==> src/hw/rtl/rwu_pkg.sv <==
package rwu_pkg;

  localparam int unsigned SlotsDef   = 1024;
  localparam int unsigned SlotW      = 10;
  localparam int unsigned DataW      = 32;
  localparam int unsigned CfgW       = 16;
  localparam int unsigned CfgIdxW    = 1;
  localparam int unsigned SqrtSteps  = 24;  // 48-bit radicand, 2 bits a step
  localparam int unsigned DivSteps   = 48;  // 48-bit dividend, 1 bit a step
  localparam logic [CfgW-1:0] DecayRst = 16'd58982;
  localparam logic [CfgW-1:0] LrRst    = 16'd66;

  localparam logic [CfgIdxW-1:0] RegDecay = 1'b0;
  localparam logic [CfgIdxW-1:0] RegLr    = 1'b1;

  typedef struct packed {
    logic [SlotW-1:0] slot;
    logic [DataW-1:0] weight;
    logic             neg;
  } rwu_tag_t;

endpackage

==> src/hw/rtl/rwu_sqrt.sv <==
// Pipelined restoring square root of a 48-bit radicand, one result bit per stage.
module rwu_sqrt import rwu_pkg::*; (
  input  logic        clk_i,
  input  logic        rst_ni,
  input  logic        en_i,
  input  logic        valid_i,
  input  logic [31:0] v_i,
  input  logic [31:0] num_i,
  input  rwu_tag_t    tag_i,
  output logic        valid_o,
  output logic [24:0] root_o,
  output logic [31:0] num_o,
  output rwu_tag_t    tag_o
);

  logic [SqrtSteps:0]   vld_q;
  logic [47:0]          rem_q  [SqrtSteps+1];
  logic [23:0]          res_q  [SqrtSteps+1];
  logic [47:0]          rad_q  [SqrtSteps+1];
  logic [31:0]          num_q  [SqrtSteps+1];
  rwu_tag_t             tag_q  [SqrtSteps+1];

  always_comb begin
    rem_q[0] = '0;
    res_q[0] = '0;
    rad_q[0] = {v_i, 16'h0000};
    num_q[0] = num_i;
    tag_q[0] = tag_i;
    vld_q[0] = valid_i;
  end

  for (genvar k = 0; k < SqrtSteps; k++) begin : g_stage
    logic [49:0] trial;
    logic [47:0] rem_sh;
    assign rem_sh = {rem_q[k][45:0], rad_q[k][47:46]};
    assign trial  = {2'b00, rem_sh} - {24'h0, res_q[k], 2'b01};
    always_ff @(posedge clk_i or negedge rst_ni) begin
      if (!rst_ni) begin
        vld_q[k+1] <= 1'b0;
      end else if (en_i) begin
        vld_q[k+1] <= vld_q[k];
      end
    end
    always_ff @(posedge clk_i) begin
      if (en_i) begin
        rad_q[k+1] <= {rad_q[k][45:0], 2'b00};
        num_q[k+1] <= num_q[k];
        tag_q[k+1] <= tag_q[k];
        if (!trial[49]) begin
          rem_q[k+1] <= trial[47:0];
          res_q[k+1] <= {res_q[k][22:0], 1'b1};
        end else begin
          rem_q[k+1] <= rem_sh;
          res_q[k+1] <= {res_q[k][22:0], 1'b0};
        end
      end
    end
  end

  assign valid_o = vld_q[SqrtSteps];
  assign root_o  = {1'b0, res_q[SqrtSteps]} + 25'd1;
  assign num_o   = num_q[SqrtSteps];
  assign tag_o   = tag_q[SqrtSteps];

endmodule

==> config.mk <==
export PLATFORM = sky130hd
export DESIGN_NAME = rwu_sqrt
export DESIGN_NICKNAME = d
export VERILOG_FILES = /design/src/hw/rtl/rwu_pkg.sv /design/src/hw/rtl/rwu_sqrt.sv
export SDC_FILE = /design/constraint.sdc
export NUM_CORES = 2
export LEC_CHECK = 0
export BUFFER_PORTS_ARGS = -buffer_cell sky130_fd_sc_hd__clkbuf_2
export CAP_MARGIN = 5
export CORE_MARGIN = 8
export CORE_UTILIZATION = 50
export DETAILED_ROUTE_END_ITERATION = 8
export GPL_ROUTABILITY_DRIVEN = 1
export PLACE_DENSITY = 0.66
export SETUP_SLACK_MARGIN = 0.05
export SLEW_MARGIN = 30
export SYNTH_ARGS = -nofsm -noshare
export SYNTH_HDL_FRONTEND = slang
export SYNTH_SLANG_ARGS = --single-unit
==> constraint.sdc <==
create_clock -name clk_i -period 8.6 [get_ports clk_i]
set_input_delay 1.72 -clock clk_i [delete_from_list [all_inputs] [get_ports clk_i]]
set_output_delay 1.72 -clock clk_i [all_outputs]
set_load 0.01 [all_outputs]
* After elaboration in Yosys (flattened, before gate mapping)
Cells that the tools add are included.
** Storage, ports and cells
- Output and inout bits :: 101
- Register bits after elaboration :: 3379
- Input bits :: 111
** Operators by class
- Multiplexer cells :: 47
- Add/sub/neg operators :: 25
** Operators with widths (count)
- two-way mux 46 bit :: 22
- subtractor 48 x 10 -> 49 bit :: 1
- subtractor 48 x 11 -> 49 bit :: 1
- subtractor 48 x 12 -> 49 bit :: 1
- subtractor 48 x 13 -> 49 bit :: 1
- subtractor 48 x 14 -> 49 bit :: 1
- subtractor 48 x 15 -> 49 bit :: 1
- subtractor 48 x 16 -> 49 bit :: 1
- subtractor 48 x 17 -> 49 bit :: 1
- subtractor 48 x 18 -> 49 bit :: 1
- subtractor 48 x 19 -> 49 bit :: 1
- subtractor 48 x 20 -> 49 bit :: 1
- subtractor 48 x 21 -> 49 bit :: 1
- subtractor 48 x 22 -> 49 bit :: 1
- subtractor 48 x 23 -> 49 bit :: 1
- subtractor 48 x 24 -> 49 bit :: 1
- subtractor 48 x 25 -> 49 bit :: 1
- subtractor 48 x 3 -> 49 bit :: 1
- subtractor 48 x 4 -> 49 bit :: 1
- subtractor 48 x 5 -> 49 bit :: 1
- subtractor 48 x 6 -> 49 bit :: 1
- subtractor 48 x 7 -> 49 bit :: 1
- subtractor 48 x 8 -> 49 bit :: 1
- subtractor 48 x 9 -> 49 bit :: 1
- other kinds (4) :: 27

* Logic depth before layout (Yosys ltp)
- Depth in word-level cells :: 2
- Depth in mapped cells :: 14

* Least setup slack after synthesis
OpenSTA, ideal clock, no wires.
- Path type :: register to output
- Start point :: reg res_q[0] (netlist bit)
- End point :: out root_o[22]
- Buffers on the path :: 0
- Arrival :: 1.928 ns
- Cell stages (with the launch flop) :: 9
- Path slack :: 4.952 ns
- Path through :: edfxtp_1 > ha_1 > nand3_1 > nor2_1 > nand2_1 > or3_1 > nor2_1 > nand3_1 > xnor2_1
** On the way
- Word-level cells in the longest chain between the ends :: 1
** Ends and longest elaborated chain
- from (decl) :: RTL line rwu_sqrt.sv:18 : logic [23:0] res_q [SqrtSteps+1];
- from (signal, indexed assignment) :: RTL line rwu_sqrt.sv:51 : res_q[k+1] <= {res_q[k][22:0], 1'b1};
- from (signal, indexed assignment) :: RTL line rwu_sqrt.sv:54 : res_q[k+1] <= {res_q[k][22:0], 1'b0};
- adder 24 x 1 -> 25 bit :: RTL line rwu_sqrt.sv:61 : assign root_o = {1'b0, res_q[SqrtSteps]} + 25'd1;
- to (decl) :: RTL line rwu_sqrt.sv:11 : output logic [24:0] root_o,
Every way passes these cells.

* Worst setup path after layout
Same ends and word-level chain as after synthesis.

==> results.toml <==
[clocking]
clk-insertion-delay-late_ns = 0.86
cts_buffers = 343
cts_tree = "done"
clk_pin_slew_ns = 0.06
htreeDepth = 5
cts_resized = 0
hold_buf_count_cts = 0
clock-sinks = 3341
cts-root-to-sink-buffers = 4
post-cts-setup-buffer-count = 0
clockRootBuffer = "clkbuf_16"

[yosys]
postSynth.asyncResetShare = 0.00718
synthTopCellsByArea = "edfxtp_1 (76%), xor2_1 (3.2%), ha_1 (2.8%), xnor2_1 (2.3%), nor2_1 (1.3%)"
synth.yosys.warnings = 0
ys_dominant_reg_cell = "edfxtp_1"
post_synth.cell_area_avg_um2 = 16.0
synth.most_common_cell = "edfxtp_1"
synth_cell_type_count = 99
number_of_nets_in_the_synthesized_netlist = 8623
synth.top_cells.by_count = "edfxtp_1 (3317), xor2_1 (487), nor2_1 (467)"
synth_sequential_area_ratio = 0.761
count_of_flip_flops_with_a_built_in_enable_after_synthesis = 3317
postSynthRegisterBits = 3341
synth_area_mm2 = 0.132
yosysTopAreaCell = "edfxtp_1"
synthDominantCellAreaShare = 0.756
postSynthCellCount = 8210

[final_layout]
num-fill-cells = 20100
area_delta_synth_final_pct = 12.3
nNetsFinal = 9035
utilization = 0.564
share_of_layout_cells_above_drive_strength_1 = 0.103

[detailed_routing]
antenna_violating_nets_remaining = 0
vias = 65400
drt_pass1_iterations = 6
number_of_violations_reported_at_the_end_of_detailed_routing_iteration_0 = 4924
post_drt_via_cell_ratio = 5.27
remaining_design_rule_violation_count = 0
wl_um = 218000
detail_route.wl_per_cell_um = 17.5

[placed_design]
dpl_worst_slack_ns = 4.31
numPortBuffers = 211
place.detailed.hpwl_um = 146000
routabilityCongestion = 0.878

[timing]
timing.fmax_mhz = 203
setup_slack_ns = 3.68
tns_ns = 0
report.final.setup_viol = 0
rsz_0062_raised_after_global_routing = "false"
timing.final.hold_violations = 0
slew_headroom = 0.383
tightestPinTransition_ns = 0.926
final.period_utilization = 0.572
slew_violations = 0
worst_clock_skew_ns = 0.0561
timing.final.crit_period_ns = 4.92

[setup_path]
cp-end-kind = "output port"
critPathLaunchType = "flip-flop"
cp.required_ns = 6.88
cp.arrival_ns = 3.20
rr_endpoint = "g_stage[20].rem_sh[34]"
worst_case_reg_to_reg_path_depth = 11
crit-reg2reg-launch = "g_stage[19].rem_sh[2]"
setup.reg_to_reg.worst_slack_ns = 4.42
slowest_stage_cell_cp = "or3_1"
critical-path-max-stage-delay_ns = 0.43
setup.worst_path.class = "reg2out"
critPathMaxFanout = 4
crit_chain = "ha_1 > nand3_1 > nor2_1 > nand2_1 > or3_1 > nor2_1 > nand3_1 > xnor2_1 > clkbuf_2"

[min_path]
hold_end = "tag_q[142]"
timing.hold.worst.start = "tag_q[185]"
hold_path_class = "reg2reg"
holdPathStages = 0

[power]
power.share.sequential = 0.534
cell_internal_pwr_w = 0.0293
comb_power_share = 0.092
static-leakage-power_nw = 52.6
p_per_area_mw_per_mm2 = 258
share_clk_of_total_power = 0.375
switching_share = 0.232
switchingPower_w = 0.00884
irDropWorstVdd_mv = 0.175

[global_routing]
number_of_global_route_vias_before_repair = 66000
maximum_number_of_pins_on_one_net_before_global_route_repair = 200
grt_first_pass_wirelength_um = 349000
grt-ovfl-total = 0
gr-usage-all-layers = 0.152
grt_antenna_before_repair = 3

[status]
run_status = "finished clean"

[die]
dieHeight_um = 529
ios = 212
rows = 188
floorplan.die_area_mm2 = 0.280
floorplan.core_area_mm2 = 0.262
floorplan.initialDensity = 0.502
die_width_um = 529

[run]
cap_viol_max_count = 0
[placed cells by master (no fill, tap or decap), types with 72 or more instances in the layout]
master     netlist  final
nand3_1        130    130
or4_1           78     78
a21o_1         107    107
nor3_1         282    280
xor2_1         487    487
nor4_1         168    166
nand2_1        409    409
xnor2_1        351    351
o21ai_0        224    224
a21oi_1        327    327
inv_1          375    374
clkbuf_1       105     72
clkbuf_16        0    345
clkbuf_2         0    210
ha_1           295    295
nor2_1         467    467
edfxtp_1      3317   3317
or3_1          117    117
[worst max-delay path, delay by kind of cell, from the launching register on]
family	cells	cell delay, ns
buffers and inverters	1	0.15
xor gates and xnor gates	1	0.17
and+or+nand+nor	6	1.43
adders and majority gates	1	0.20
DFF	1	0.39
[worst max path at each step]
stage / from / endpoint / slack [ns]
floorplan: res_q[0] / root_o[22] / 4.95
global placement: res_q[192] / g_stage[17].rem_sh[41] / 4.19
detailed placement: en_i / num_o[28] / 4.31
CTS: res_q[0] / root_o[22] / 3.50
global route: res_q[0] / root_o[22] / 3.38
finish: res_q[0] / root_o[22] / 3.68
[state kept, by name, indices dropped and copies added, names as in the netlist]
signal and count:
tag_o 43, valid_o 1, g_stage.rem_sh 1007, tag_q 989, rad_q 210, num_q 736
num_o 32, res_q 300, vld_q 23
[kinds of logic (layout without fill, tap and decap cells)]
| group | Yosys count | count (layout) | share of synthesized area |
|---|---|---|---|
| compound gates | 990 | 990 | 0.0467 |
| xor+xnor | 838 | 838 | 0.0557 |
| fa+ha+maj | 302 | 302 | 0.0291 |
| buf+inv | 595 | 1286 | 0.0194 |
| flops | 3341 | 3341 | 0.761 |
| mux | 74 | 74 | 0.00628 |
| other cells | 1 | 4 | 0.0000285 |
| simple gates | 2069 | 2069 | 0.0817 |
[metrics by stage]
stage | hold WS, ns | instance area [um2] | cells | total power (W)
6_report | 0.404 | 148000 | 12400 | 0.0381
5_1_grt | 0.407 | 148000 | 12400 | 0.0398
4_1_cts | 0.402 | 148000 | 12400 | 0.0386
3_5_place_dp | 0.405 | 137000 | 11800 | 0.0242
3_3_place_gp | 0.400 | 137000 | 11800 | 0.0240
2_1_floorplan | 0.400 | 132000 | 8210 | 0.0228
[routing by layer]
layer	GRT usage	vias to the layer above	wire [um]
met2	0.265	1426	108000
met3	0.0272	434	9620
met4	0.0475	0	6200
li1	-	31800	-
met5	0	-	0
met1	0.194	31700	94100
[power groups by stage]
stage	registers (W)	logic (W)	clock network, W
final	0.0204	0.00349	0.0143
after global routing	0.0205	0.00389	0.0154
after CTS	0.0204	0.00348	0.0148
after detailed placement	0.0207	0.00346	0
after global placement	0.0207	0.00336	0
after floorplan	0.0203	0.00246	0
[cell type report]
cell class	instances	area, um2	area share
repair buffers	278	1840	0.0125
well taps	3515	4400	0.0298
flip-flops and latches	3341	100000	0.678
diodes	3	7.51	0.0000508
clock buffers	417	8900	0.0602
clock inverters	207	2050	0.0138
multi-input cells	4274	29000	0.196
inverters	384	1440	0.00975
Note: power is estimated with default switching activity, not from simulation.
